===== config.mk =====
export PLATFORM = sky130hd
export DESIGN_NAME = sbl_div
export DESIGN_NICKNAME = d
export VERILOG_FILES = /design/src/sbl_pkg.sv /design/src/sbl_div.sv
export SDC_FILE = /design/constraint.sdc
export NUM_CORES = 1
export LEC_CHECK = 0
export BUFFER_PORTS_ARGS = -buffer_cell sky130_fd_sc_hd__buf_4
export CORE_MARGIN = 4
export CORE_UTILIZATION = 54
export CTS_BUF_LIST = sky130_fd_sc_hd__clkbuf_8
export DETAILED_ROUTE_END_ITERATION = 16
export PLACE_DENSITY_LB_ADDON = 0.3
export SYNTH_ARGS = -nofsm -noshare
export SYNTH_HDL_FRONTEND = slang
export SYNTH_SLANG_ARGS = --single-unit

===== constraint.sdc =====
create_clock -name i_clk -period 2.6 [get_ports i_clk]
set_input_delay 0.13 -clock i_clk [delete_from_list [all_inputs] [get_ports i_clk]]
set_output_delay 0.13 -clock i_clk [all_outputs]
set_load 0.01 [all_outputs]

===== src/sbl_pkg.sv =====
// Shared types, constants and helpers for the Sobel RGB edge core.
package sbl_pkg;

    localparam int PIX_W = 24;
    localparam int CH_W  = 8;

    localparam int WIDTH_W  = 11;
    localparam int HEIGHT_W = 16;
    localparam int THR_W    = 10;
    localparam int CFG_W    = 16;
    localparam int ITEM_W   = 27;

    localparam int GRAD_W   = 12;
    localparam int ABS_W    = 10;

    // Register indexes on the configuration port
    localparam logic [1:0] CFG_FRAME_WIDTH    = 2'd0;
    localparam logic [1:0] CFG_FRAME_HEIGHT   = 2'd1;
    localparam logic [1:0] CFG_EDGE_THRESHOLD = 2'd2;

    localparam logic [WIDTH_W-1:0]  RST_WIDTH  = 11'd640;
    localparam logic [HEIGHT_W-1:0] RST_HEIGHT = 16'd480;
    localparam logic [THR_W-1:0]    RST_THR    = 10'd100;
    localparam logic [ITEM_W-1:0]   RST_TOTAL  = 27'd307200;

    localparam logic [7:0] MAG_MAX = 8'd255;
    localparam logic [20:0] MAG_SAT_LIMIT = 21'd65280;

    localparam int KERN_X [9] = '{-1, 0, 1, -2, 0, 2, -1, 0, 1};
    localparam int KERN_Y [9] = '{-1, -2, -1, 0, 0, 0, 1, 2, 1};

    typedef logic [PIX_W-1:0] t_pix;

    typedef enum logic [2:0] {
        S_IDLE,
        S_READ,
        S_GRAD,
        S_MST,
        S_MAG,
        S_OUT,
        S_TOTAL,
        S_DIV
    } t_state;

    typedef enum logic [1:0] {
        M_IDLE,
        M_SQ,
        M_ITER
    } t_mag_phase;

    typedef struct packed {
        logic top;
        logic bottom;
        logic left;
        logic right;
    } t_mask;

    // Sobel coefficient times an unsigned channel value
    function automatic logic signed [GRAD_W-1:0] kmul(input logic [CH_W-1:0] v, input int kc);
        logic signed [GRAD_W-1:0] sv;
        sv = $signed({4'b0000, v});
        case (kc)
            -2:      kmul = -(sv <<< 1);
            -1:      kmul = -sv;
            1:       kmul = sv;
            2:       kmul = sv <<< 1;
            default: kmul = '0;
        endcase
    endfunction

endpackage


===== src/sbl_div.sv =====
// Restoring divider: recovers the output row and column after a register change.
module sbl_div
    import sbl_pkg::*;
(
    input  logic               i_clk,
    input  logic               i_rst_n,
    input  logic               i_start,
    input  logic [ITEM_W-1:0]  i_dividend,
    input  logic [WIDTH_W-1:0] i_divisor,
    output logic               o_done,
    output logic [ITEM_W-1:0]  o_quot,
    output logic [WIDTH_W-1:0] o_rem
);

    logic               r_busy;
    logic               r_done;
    logic [4:0]         r_cnt;
    logic [WIDTH_W-1:0] r_div;
    logic [WIDTH_W:0]   r_rem;
    logic [ITEM_W-1:0]  r_quo;

    logic [WIDTH_W:0]   trial;
    logic               take;

    assign trial = {r_rem[WIDTH_W-1:0], r_quo[ITEM_W-1]};
    assign take  = (trial >= {1'b0, r_div});

    always_ff @(posedge i_clk) begin
        if (!i_rst_n) begin
            r_busy <= 1'b0;
            r_done <= 1'b0;
        end else begin
            r_done <= 1'b0;
            if (i_start) begin
                r_busy <= 1'b1;
            end else if (r_busy && r_cnt == 5'(ITEM_W - 1)) begin
                r_busy <= 1'b0;
                r_done <= 1'b1;
            end
        end
    end

    always_ff @(posedge i_clk) begin
        if (i_start) begin
            r_cnt <= '0;
            r_div <= i_divisor;
            r_rem <= '0;
            r_quo <= i_dividend;
        end else if (r_busy) begin
            r_cnt <= r_cnt + 5'd1;
            r_rem <= take ? (trial - {1'b0, r_div}) : trial;
            r_quo <= {r_quo[ITEM_W-2:0], take};
        end
    end

    assign o_done = r_done;
    assign o_quot = r_quo;
    assign o_rem  = r_rem[WIDTH_W-1:0];

endmodule


# Word-level counts from Yosys, hierarchy flattened
# Cells that the tools add are included.
# totals
elab_cells	21
register_bits	56
inputBits	41
output_inout_bits	39
# classes
n_lt_le_gt_ge	1
eq_ne	1
muxes	6
bitwise	1
addsub	2
n_reduce_logical	4
# op_table
cell	count
$mux W27	2
$ge A12 B11 Y1	1
$mux W11	1
$sub A11 B11 Y11	1
$add A5 B1 Y5 const B	1
$eq A5 B5 Y1 const B	1
$reduce_bool A2 Y1	2
$mux W1	3
$reduce_or A2 Y1	1
$logic_and A1 B1 Y1	1
$not A1 Y1	1

# Longest topological paths before layout
# logic_depth
depth_word	4
ltp_mapped	11
mapped_depth_nobuf	9

# Worst setup path after synthesis
# No wires, ideal clock.
# synth_path
kind	register -> register
start	register r_quo[26], in the netlist o_quot[26]
end	register r_rem[4]
t_required_ns	2.509
period_less_slack_ns	2.278
path_stages_with_launch	11
t_arrival_ns	2.187
path_buffers	1
path_slack_ns	0.322
setup_time_ns	0.091
cell_sequence	edfxtp_1 inv_1 ha_1 fa_1 nor2b_4 o31a_4 o21ai_2 a21o_1 buf_6 a211o_1 a311oi_1
# synth_via
elab_chain_cells	2
word_cells_on_any_way	3
cone_classes	1 x add/sub; 1 x order compare; 1 x mux
# synth_rtl
item	line_no	text
start: declaration	sbl_div.sv:20	logic [ITEM_W-1:0] r_quo;
start signal: assignment	sbl_div.sv:48	r_quo <= i_dividend;
start signal: assignment	sbl_div.sv:52	r_quo <= {r_quo[ITEM_W-2:0], take};
$sub A11 B11 Y11 or $ge A12 B11 Y1 (tied branches)	sbl_div.sv:51, sbl_div.sv:26	
$mux W11 *	sbl_div.sv:51	r_rem <= take ? (trial - {1'b0, r_div}) : trial;
end signal: assignment	sbl_div.sv:51	
end: declaration	sbl_div.sv:19	logic [WIDTH_W:0] r_rem;
# Every way passes the cells marked *; elsewhere a longest branch is shown, timed or not.
# A chain may end at the register's enable or synchronous reset.

# Worst setup path after layout
# layout_path
start	register r_quo[26], in the netlist o_quot[26]
end	register r_rem[3]
# The elaborated chain is that of the path after synthesis.

==> metrics.md <==
| Metric | Value |
|---|---|
| Status | completed |
| Bufs and invs on worst path | 1 |
| CTS max path bufs | 2 |
| Register area | 1501 um^2 |
| CP required | 2.82 ns |
| Worst path arrival time | roughly 2.6 ns |
| Core area | 4848 um^2 |
| Ys flop type | edfxtp_1 |
| Synth Register Bits | 56 |
| Max_slew headroom | 0.5879 |
| Crit. End Element | flop |
| Max Freq | 412.7 MHz |
| Yosys warns | 0 |
| Ports | 80 |
| Final hold viol count | 0 |
| Worst VDD drop | 459.6 uV |
| Initial Utilization | 0.5693 |
| Cells after Synth | approximately 220 |
| CTS Buf Count | 5 |
| DIE WIDTH | 79.50 um |
| Synth top area share | 0.4134 |
| Syn avg cell area | 12.43 um^2 |
| Clk root buf | clkbuf_8 |
| # clock sinks | 56 |
| Clock-pin slew on the worst setup and hold paths | approximately 0.10 ns |
| Fillers | 334 |
| Area grow syn2layout | 30.96% |
| Least-Margin Pin Slew | between 0.6 and 0.7 ns |
| Share of layout cells above drive strength 1 | 0.3917 |
| Routed wire length | between 6000 and 7000 um |
| Buffers added on ports | 79 |
| Max Cap Viol | 0 |
| Unrepaired setup endpoints after global routing | no |
| Crit path largest cell delay | 0.39 ns |
| Power density cells | 545.0 nW/um^2 |
| Dpl ws | 0.1088 ns |
| Worst setup SP type | flop |
| FP Rows | 25 |
| Syn Nets | ~280 |
| Worst-path cell chain | inv_1 -> ha_1 -> fa_2 -> nor2b_4 -> o31a_4 -> o21ai_2 -> a21o_2 -> or3_1 -> a311oi_1 |
| Drt pass-1 iters | 4 |
| Min cycle time layout | 2.423 ns |
| Final Max Tran Viols | 0 |
| Commonest non-fill, non-tap cell in the layout | buf_4 |
| Antenna violations before repair | 0 |
| Leak | 1.556 nW |
| Period utilisation layout | 0.9320 |
| Worst Setup Slack, final | 0.1768 ns |
| Max FO, Critical Path | 12 |
| ANT nets after route | 0 |
| Clock Latency Late Sink | a little over 0.3 ns |
| Number of global-route vias before repair | a little over 2000 |
| Register area share after synthesis | 0.5440 |
| Mean number of vias per cell | 5.488 |
| Post-synth EDFFs | 38 |
| CP delay by family, top | compound AO/OA/AOI/OAI gates |
| Via count | 2091 |
| TNS Setup | 0 ns |
| Most frequent cells in the layout | buf_4, edfxtp_1, mux2_2 |
| Multi-input combinational cell area | 1157 um^2 |
| First-pass GRT wire length | 9998 um |
| Wirelength per Cell | 16.43 um |
| CP max-delay cell | or3_1 |
| Final setup violating endpoints | 0 |
| Grt total ovfl | 0 |
| Clock H-tree levels | 2 |
| Crit path kind | flop to flop |
| Final GP Congestion | 0.8867 |
| Dominant cell type by area after synthesis | edfxtp_1 |
| Postcts setup bufs | 0 |
| Synth Cell Area | ~2800 um^2 |
| Fin nets | 368 |
| Post-Route Skew | roughly 0.009 ns |
| Async SR Flop Fraction | 0 |
| # DRC | 0 |
| Worst min-delay path class | primary input to flop |
| Die area | 6319 um^2 |
| Detailed placement HPWL | roughly 4400 um |
| CTS tree | yes |
| Largest net degree at the start of global routing | between 50 and 60 |
| Synth cell types | 44 |
| Leading post-synthesis cells by cell area | edfxtp_1, dfxtp_1, mux2_2, ha_1, inv_1 |
| Starting DRT DRC Count | 177 |
| Antenna diodes | 0 |
| Total GRT Usage | 0.2044 |
| Height of the die | approximately 80 um |
[cell usage after synthesis (2+ instances only)]
cell,number
o31ai_1,3
nand2b_1,6
o21ai_0,8
xnor2_1,4
buf_1,3
xor2_1,6
nand2_1,11
o211ai_1,2
nor3_1,2
a2111o_1,2
dfxtp_1,18
a211oi_1,3
nand3_1,2
inv_1,16
edfxtp_1,38
a21oi_1,6
mux2_2,26
and3b_1,2
ha_1,13
nand4_1,4
a32oi_1,4
nor2_1,13
a311oi_1,4
clkbuf_1,4
a21o_1,2
o21bai_1,2
[cell type report]
type / count / area share
clock buffers: 5 / 0.01904
clock inverters: 3 / 0.004846
inverters: 16 / 0.01661
multi-input cells: 141 / 0.3202
flip-flops and latches: 56 / 0.4154
well taps: 67 / 0.02319
repair buffers: 93 / 0.2008
[cell families (layout without fill, tap and decap cells)]
logic type | after synthesis | in the layout | synth area share
XOR/XNOR | 10 | 10 | 0.03173
multiplexers | 27 | 27 | 0.1115
buffers and inverters | 25 | 117 | 0.03808
flip-flops | 56 | 56 | 0.5440
AND/OR/NAND/NOR | 46 | 46 | 0.08750
adder cells (fa/ha/maj) | 14 | 14 | 0.06618
AO/OA/AOI/OAI | 44 | 44 | 0.1210
[per-stage QoR]
stage	power [mW]	hold WS, ns	utilization	cell area (um^2)	instances
2_1_floorplan	1.321	0.2289	-	2760	222
3_3_place_gp	1.491	0.3078	0.7043	3415	362
3_5_place_dp	1.503	0.3095	0.7043	3415	362
4_1_cts	1.988	0.05261	0.7448	3611	381
5_1_grt	2.076	0.05012	0.7455	3615	381
6_report	1.970	0.06034	0.7455	3615	381
[per-layer routing]
layer  vias to the layer above  routed length, um  share of wire  global-route usage
met5                         -                  0              0                   0
met4                         0                112          0.018             0.06014
met3                        11                378          0.060             0.04966
met2                        69               3214           0.51              0.3381
met1                      1002               2552           0.41              0.2658
li1                       1009                  -              -                   -
[power by group]
part           internal (mW)  total [mW]  switching, mW
Clock                  0.189       0.470          0.281
Sequential              1.04        1.08         0.0446
Combinational          0.224       0.419          0.195
[registers in the layout, summed over array words and instances, names as in the netlist]
register	flops
r_cnt	5
r_rem	11
o_quot	27
o_done	1
r_busy	1
r_div	11
[final timing paths]
kind | endpoint | cells after the start | slack, ns | start
worst max-delay path | r_rem[3] | 9 | 0.18 | o_quot[26]
worst min-delay path | r_busy | 3 | 0.06 | i_rst_n
worst max register to register | r_rem[3] | 9 | 0.18 | o_quot[26]
worst min register to register | r_cnt[1] | 2 | 0.53 | r_cnt[1]
[tightest hold or removal path: stages]
cell    delay [ns]
buf_4         0.08
inv_1         0.04
nor2_1        0.08
[repair_timing]
item,CTS,global route
endpoints found under the setup margin,0,1
endpoints found under the hold margin,11,0
hold buffers,11,0
resized for setup,0,2
No activity file was read; power rests on OpenSTA's default activity.
