===== config.mk =====
export PLATFORM = sky130hd
export DESIGN_NAME = sbl_mag
export DESIGN_NICKNAME = d
export VERILOG_FILES = /design/src/sbl_pkg.sv /design/src/sbl_mag.sv
export SDC_FILE = /design/constraint.sdc
export NUM_CORES = 1
export LEC_CHECK = 0
export BUFFER_PORTS_ARGS = -buffer_cell sky130_fd_sc_hd__buf_2
export CORE_AREA = 2 2 165 167
export CTS_CLUSTER_DIAMETER = 120
export DETAILED_ROUTE_END_ITERATION = 12
export DIE_AREA = 0 0 167 169
export GPL_TIMING_DRIVEN = 0
export PLACE_DENSITY = 0.65
export SYNTH_ARGS = -nofsm -noshare
export SYNTH_HDL_FRONTEND = slang
export SYNTH_SLANG_ARGS = --single-unit
export TNS_END_PERCENT = 20

===== constraint.sdc =====
create_clock -name i_clk -period 6.8 [get_ports i_clk]
set_input_delay 0.68 -clock i_clk [delete_from_list [all_inputs] [get_ports i_clk]]
set_output_delay 0.68 -clock i_clk [all_outputs]
set_load 0.03 [all_outputs]

===== src/sbl_pkg.sv =====
// Shared types, constants and helpers for the Sobel RGB edge core.
package sbl_pkg;

    localparam int PIX_W = 24;
    localparam int CH_W  = 8;

    localparam int WIDTH_W  = 11;
    localparam int HEIGHT_W = 16;
    localparam int THR_W    = 10;
    localparam int CFG_W    = 16;
    localparam int ITEM_W   = 27;

    localparam int GRAD_W   = 12;
    localparam int ABS_W    = 10;

    // Register indexes on the configuration port
    localparam logic [1:0] CFG_FRAME_WIDTH    = 2'd0;
    localparam logic [1:0] CFG_FRAME_HEIGHT   = 2'd1;
    localparam logic [1:0] CFG_EDGE_THRESHOLD = 2'd2;

    localparam logic [WIDTH_W-1:0]  RST_WIDTH  = 11'd640;
    localparam logic [HEIGHT_W-1:0] RST_HEIGHT = 16'd480;
    localparam logic [THR_W-1:0]    RST_THR    = 10'd100;
    localparam logic [ITEM_W-1:0]   RST_TOTAL  = 27'd307200;

    localparam logic [7:0] MAG_MAX = 8'd255;
    localparam logic [20:0] MAG_SAT_LIMIT = 21'd65280;

    localparam int KERN_X [9] = '{-1, 0, 1, -2, 0, 2, -1, 0, 1};
    localparam int KERN_Y [9] = '{-1, -2, -1, 0, 0, 0, 1, 2, 1};

    typedef logic [PIX_W-1:0] t_pix;

    typedef enum logic [2:0] {
        S_IDLE,
        S_READ,
        S_GRAD,
        S_MST,
        S_MAG,
        S_OUT,
        S_TOTAL,
        S_DIV
    } t_state;

    typedef enum logic [1:0] {
        M_IDLE,
        M_SQ,
        M_ITER
    } t_mag_phase;

    typedef struct packed {
        logic top;
        logic bottom;
        logic left;
        logic right;
    } t_mask;

    // Sobel coefficient times an unsigned channel value
    function automatic logic signed [GRAD_W-1:0] kmul(input logic [CH_W-1:0] v, input int kc);
        logic signed [GRAD_W-1:0] sv;
        sv = $signed({4'b0000, v});
        case (kc)
            -2:      kmul = -(sv <<< 1);
            -1:      kmul = -sv;
            1:       kmul = sv;
            2:       kmul = sv <<< 1;
            default: kmul = '0;
        endcase
    endfunction

endpackage


===== src/sbl_mag.sv =====
// Magnitude lane: round(sqrt(gx^2 + gy^2)) clamped to 255, one root bit per cycle.
module sbl_mag
    import sbl_pkg::*;
(
    input  logic             i_clk,
    input  logic             i_rst_n,
    input  logic             i_start,
    input  logic [ABS_W-1:0] i_gx_abs,
    input  logic [ABS_W-1:0] i_gy_abs,
    output logic             o_done,
    output logic [CH_W-1:0]  o_mag
);

    t_mag_phase r_phase;
    logic [2*ABS_W-1:0] r_sqx;
    logic [2*ABS_W-1:0] r_sqy;
    logic [16:0]        r_rem;
    logic [15:0]        r_root;
    logic [15:0]        r_bit;
    logic [2:0]         r_cnt;
    logic               r_big;
    logic               r_done;
    logic [CH_W-1:0]    r_mag;

    logic [2*ABS_W:0]   sum;
    logic [16:0]        trial;
    logic [16:0]        n_rem;
    logic [15:0]        n_root;

    assign sum   = {1'b0, r_sqx} + {1'b0, r_sqy};
    assign trial = {1'b0, r_root} + {1'b0, r_bit};

    always_comb begin
        if (r_rem >= trial) begin
            n_rem  = r_rem - trial;
            n_root = (r_root >> 1) + r_bit;
        end else begin
            n_rem  = r_rem;
            n_root = r_root >> 1;
        end
    end

    always_ff @(posedge i_clk) begin
        if (!i_rst_n) begin
            r_phase <= M_IDLE;
            r_done  <= 1'b0;
        end else begin
            r_done <= 1'b0;
            case (r_phase)
                M_IDLE: begin
                    if (i_start) begin
                        r_phase <= M_SQ;
                    end
                end
                M_SQ: begin
                    r_phase <= M_ITER;
                end
                M_ITER: begin
                    if (r_cnt == 3'd7) begin
                        r_phase <= M_IDLE;
                        r_done  <= 1'b1;
                    end
                end
                default: r_phase <= M_IDLE;
            endcase
            if (i_start) begin
                r_phase <= M_SQ;
            end
        end
    end

    always_ff @(posedge i_clk) begin
        if (i_start) begin
            r_sqx <= i_gx_abs * i_gx_abs;
            r_sqy <= i_gy_abs * i_gy_abs;
        end else if (r_phase == M_SQ) begin
            r_big  <= (sum > MAG_SAT_LIMIT);
            r_rem  <= {1'b0, sum[15:0]};
            r_root <= '0;
            r_bit  <= 16'h4000;
            r_cnt  <= '0;
        end else if (r_phase == M_ITER) begin
            r_rem  <= n_rem;
            r_root <= n_root;
            r_bit  <= r_bit >> 2;
            r_cnt  <= r_cnt + 3'd1;
            if (r_cnt == 3'd7) begin
                // round up when the remainder exceeds the floor root
                if (r_big) begin
                    r_mag <= MAG_MAX;
                end else if (n_rem > {1'b0, n_root}) begin
                    r_mag <= n_root[7:0] + 8'd1;
                end else begin
                    r_mag <= n_root[7:0];
                end
            end
        end
    end

    assign o_done = r_done;
    assign o_mag  = r_mag;

endmodule


* Word-level counts from Yosys, hierarchy flattened
Index checks and enable logic that the tools add are counted.
Operators by class: order comparisons 3, multiplexer cells 12, reductions and logical operators 9, divide/modulo/power cells 0, bitwise operators 4, shifts and indexed selects 0, multiply operators 2, eq/ne operators 6, add/sub/neg operators 6
Operators by type and width (count):
- $mux 16 | 3
- $mul 10x10->20 | 2
- $mux 17 | 2
- $add 20x20->21 | 1
- $gt 21x16->1 const B | 1
- $add 16x15->17 | 1
- $ge 17x17->1 | 1
- $gt 17x16->1 | 1
- $sub 17x17->17 | 1
- $add 15x15->16 | 1
- $mux 15 | 1
- $reduce_and 2->1 | 5
- $add 8x1->8 const B | 1
- $mux 8 | 1
- $pmux 2 s3 | 1
- $ne 2x2->1 const B | 2
- $not 1->1 | 4
- $reduce_and 4->1 | 1
- $add 3x1->3 const B | 1
- $eq 3x3->1 const B | 1
- $mux 3 | 1
- $ne 3x3->1 const B | 1
- $eq 2x1->1 const B | 1
- $eq 2x2->1 const B | 1
- other kinds (5) | 6
Word-level totals: memories kept 0, bits in writable memories 0, bits in read-only memories 0, word-level logic and storage cells 54, register bits after elaboration 96, latch bits 0, output and inout port bits 9

* Longest topological paths before layout
word-level depth 5, depth in mapped cells 33

* Worst setup path after synthesis
OpenSTA, ideal clock, no wires.
path type reg2reg, start reg r_root[2], end reg r_mag[7] (netlist: o_mag[7]), data pin, path buffers 2, arrival time 6.301 ns, period minus slack after synthesis 6.560 ns, setup time 0.259 ns, stages on the path, launching flop included 33, slack 0.240 ns, cells stage by stage edfxtp_1 > ha_1 > a31oi_1 > o21bai_1 > a31o_2 > a31o_2 > a31oi_1 > nor2_1 > nor2_1 > o21ba_2 > xor2_1 > ha_1 > and4_1 > and2_1 > nand3_1 > and3_1 > a21boi_2 > buf_2 > clkbuf_1 > nand2_1 > nand2_1 > inv_1 > ha_1 > nand2_1 > nor2_1 > a221oi_1 > maj3_1 > o211ai_1 > o211ai_1 > a32oi_2 > a2bb2o_4 > or4b_1 > mux2i_1
Between the ends: cells in the longest elaborated chain, start to end 5, elaborated cells on any way between the ends 9, classes of those cells 4 x add/sub; 2 x order compare; 3 x mux
RTL lines:
- start: declaration | RTL line sbl_mag.sv:18 | logic [15:0] r_root;
- start signal: assignment | RTL line sbl_mag.sv:84 | r_root <= n_root;
- $add 16x15->17 | RTL line sbl_mag.sv:31 | assign trial = {1'b0, r_root} + {1'b0, r_bit};
- $ge 17x17->1 | RTL line sbl_mag.sv:34 | if (r_rem >= trial) begin
- $mux 16 * | RTL line sbl_mag.sv:34
- via n_root[1] | RTL line sbl_mag.sv:28 | logic [15:0] n_root;
- $gt 17x16->1 or $add 8x1->8 (tied branches) | RTL line sbl_mag.sv:91, sbl_mag.sv:92
- $mux 8 * | RTL line sbl_mag.sv:91 | end else if (n_rem > {1'b0, n_root}) begin
- end signal: assignment | RTL line sbl_mag.sv:92 | r_mag <= n_root[7:0] + 8'd1;
- end signal: assignment | RTL line sbl_mag.sv:94 | r_mag <= n_root[7:0];
- end: declaration | RTL line sbl_mag.sv:23 | logic [CH_W-1:0] r_mag;
The timed path passes the listed nets; every way through them passes the cells marked *. A chain may end at the register's enable or synchronous reset.

* Worst setup path in the final report
start reg r_bit[2], end reg r_mag[7] (netlist: o_mag[7]), data pin
Between the ends: cells in the longest elaborated chain, start to end 5, elaborated cells on any way between the ends 9, classes of those cells 4 x add/sub; 2 x order compare; 3 x mux
RTL lines:
- start: declaration | RTL line sbl_mag.sv:19 | logic [15:0] r_bit;
- start signal: assignment | RTL line sbl_mag.sv:85 | r_bit <= r_bit >> 2;
- $add 16x15->17 * | RTL line sbl_mag.sv:31
- $ge 17x17->1 * | RTL line sbl_mag.sv:34
- $mux 16 * | RTL line sbl_mag.sv:34
- via n_root[1] | RTL line sbl_mag.sv:28
- $gt 17x16->1 or $add 8x1->8 (tied branches) | RTL line sbl_mag.sv:91, sbl_mag.sv:92
- $mux 8 * | RTL line sbl_mag.sv:91
Marks and branches as above.

==> reports/results.ini <==
[setup_path]
cp.required_ns=6.91
end_kind=flip-flop
slowest_stage=or4b_4
r2r_setup_slack_ns=0.30
path_max_fanout=7
arrival_ns=6.61
start_kind=flip-flop
critical_path_class=flip-flop to flip-flop
slowest_delay_ns=0.48

[run_status]
status=completed

[final_layout]
final_util_pct=49.2
n_antenna_cell=0
area_delta_synth_final_pct=11.0
fill_cells=2462
drive_above_1_share_pct=10.2
nets=1574

[power_and_ir_drop]
pwr-share-clk_pct=12.3
power_w=0.00450
combPwrFrac_pct=66.9
swShare_pct=42.7
pwr-share-seq_pct=20.8
pwr_density_cell_nw_per_um2=345
switching_power_w=0.00192
p_int_w=0.00258
peakVddDrop_uv=190
p_leak_nw=5.91

[logic_synthesis]
synth_seq_cells=94
yosysWarnings=0
synth_top_area_share_pct=23.3
synth.distinct_cells=64
ys_seq_area_share_pct=23.8
async_flop_share_pct=0
synth_area_leaders=edfxtp_1 23%, ha_1 18%, fa_1 16%, xnor2_1 5.1%, inv_1 3.9%
synth_ff_type=edfxtp_1
synthTopCellsByCount=172 x ha_1, 121 x inv_1, 94 x nor2_1
synth.most_common_cell=ha_1
synth_nets=1505
synth.cell_area_sq_um=11800
synth_edf_count=91
yosysTopAreaCell=edfxtp_1
synth_cells=1217
synth.avg_cell_area_sq_um=9.66

[flow_run]
cap_violations=0

[floorplan]
initial_utilization_pct=44.3
core_sq_um=26500
die_w_um=167
rows=60
die_area_sq_um=28200
die_h_um=169
io_pins=32

[timing]
worst_slew_pin_slew_ns=1.28
fmax_ghz=0.154
relSlewSlack_pct=14.0
clock_skew_ns=0.0117
final_hold_viol_count=0
maxSlewViolCount=0
min_period_ns=6.50
fin_crit_sh_pct=95.6
finalSetupViolCount=0

[cts]
cts_buffers=9
clk_latency_ns=0.35
ctsLongestPathBuffers=2
tritoncts=yes
path_clk_slew_ns=0.07
htree_levels=3
cts.sinks=94
cts-root-buf=clkbuf_16
postCtsHoldBufs=0

[global_route]
grt_pass1_vias=9042
track_usage_pct=18.2
antenna_found_initial=0
grt_pass1_wl_um=42400
grt.overflow.total=0
grt_max_degree=44

[route]
drc_errors=0
firstDrtPassIters=4
routed_wl_um=24600
ant_nets=0
via_per_inst=5.34
drt-initial-drc-count=462
via_count=8709
post_drt_wl_per_cell_um=15.1

[hold_path]
hp-class=flip-flop to flip-flop

[placement]
gp_routability_congestion=0.858
port_buffers=29
hpwlAfterDp_um=19500

-- power by group through the flow --
stage | Combinational, W | Sequential, W | Clock [W]
floorplan | 0.00234 | 0.000926 | 0
global route | 0.00345 | 0.000948 | 0.000580
finish | 0.00301 | 0.000936 | 0.000552
CTS | 0.00301 | 0.000938 | 0.000562
global placement | 0.00287 | 0.000949 | 0
detailed placement | 0.00292 | 0.000950 | 0
-- what timing repair did --
| action | in CTS | in global routing |
|---|---|---|
| buffers inserted | 15 | 13 |
| resized for setup | 25 | 18 |
| hold endpoints to repair | 0 | 0 |
| pin swaps | 3 | 12 |
| endpoints found under the setup margin | 8 | 7 |
-- worst paths after layout --
| check | start | end | cells past startpoint |
|---|---|---|---|
| max | r_bit[2] | o_mag[7] | 32 |
| min | r_phase[1] | r_phase[1] | 2 |
| max reg2reg | r_bit[2] | o_mag[7] | 32 |
| min reg2reg | r_phase[1] | r_phase[1] | 2 |
-- placed cells by master, fill, tap and decap left out, types with 9 or more instances in the layout --
| cell | instances |
|---|---|
| ha_1 | 170 |
| inv_1 | 121 |
| fa_1 | 93 |
| nor2_1 | 91 |
| edfxtp_1 | 91 |
| nand2_1 | 74 |
| xnor2_1 | 69 |
| and2_1 | 67 |
| a21oi_1 | 67 |
| o21ai_0 | 37 |
| nor2b_1 | 34 |
| buf_2 | 32 |
| xor2_1 | 30 |
| buf_4 | 29 |
| clkbuf_1 | 24 |
| nand3_1 | 19 |
| a21o_1 | 18 |
| o21a_1 | 15 |
| and3_1 | 14 |
| a31oi_1 | 12 |
| nor3_1 | 12 |
| mux2i_1 | 12 |
| o21bai_1 | 11 |
| nand4_1 | 10 |
| clkbuf_16 | 9 |
-- registers in the layout (all words and copies together), names as in the netlist --
register,flops
r_rem,17
r_big,1
r_sqx,19
r_cnt,3
r_root,16
o_mag,8
r_sqy,19
o_done,1
r_phase,2
r_bit,8
-- critical path, delay by kind of cell (launching register included) --
kind            cells  cell delay, ns
compound gates     12            2.17
simple gates       11            1.74
fa+ha+maj           4            1.20
flops               1            0.45
buf+inv             3            0.38
xor+xnor            1            0.16
mux                 1            0.13
-- per-stage QoR --
step                cell area (sq um)  hold WS (ns)  worst slack [ns]  std cells  setup TNS, ns
finish                          13000         0.555             0.299       1631              0
global route                    13000         0.561           -0.0334       1631        -0.0334
CTS                             12900         0.553            0.0128       1618              0
detailed placement              12400         0.552             -1.11       1588          -6.14
global placement                12300         0.545             -1.07       1587          -5.76
floorplan                       11800         0.516             0.240       1217              0
-- area by class of cell --
type | instances | area (sq um) | area share [%]
Multi-Input combinational cell | 969 | 8510 | 65.2
Timing Repair Buffer | 58 | 375 | 2.88
Buffer | 33 | 171 | 1.31
Inverter | 121 | 454 | 3.48
Tap cell | 341 | 427 | 3.27
Clock buffer | 10 | 229 | 1.76
Sequential cell | 94 | 2790 | 21.4
Clock inverter | 5 | 83.8 | 0.643
-- layer usage --
layer	GRT usage [%]	share of wire [%]
met5	0	0
met1	22.5	44
met3	1.82	2.5
met4	4.01	1.6
met2	34.4	52
-- cell families after synthesis --
logic type                 Yosys count  share of synthesized area [%]
adders and majority gates          267                           34.3
xor gates and xnor gates            99                           7.38
DFF                                 94                           23.8
AOI/OAI and AO/OA                  213                           11.8
muxes                               20                           1.79
buffers and inverters              154                           4.96
and+or+nand+nor                    370                           16.0
(Power assumes the default switching activity.)
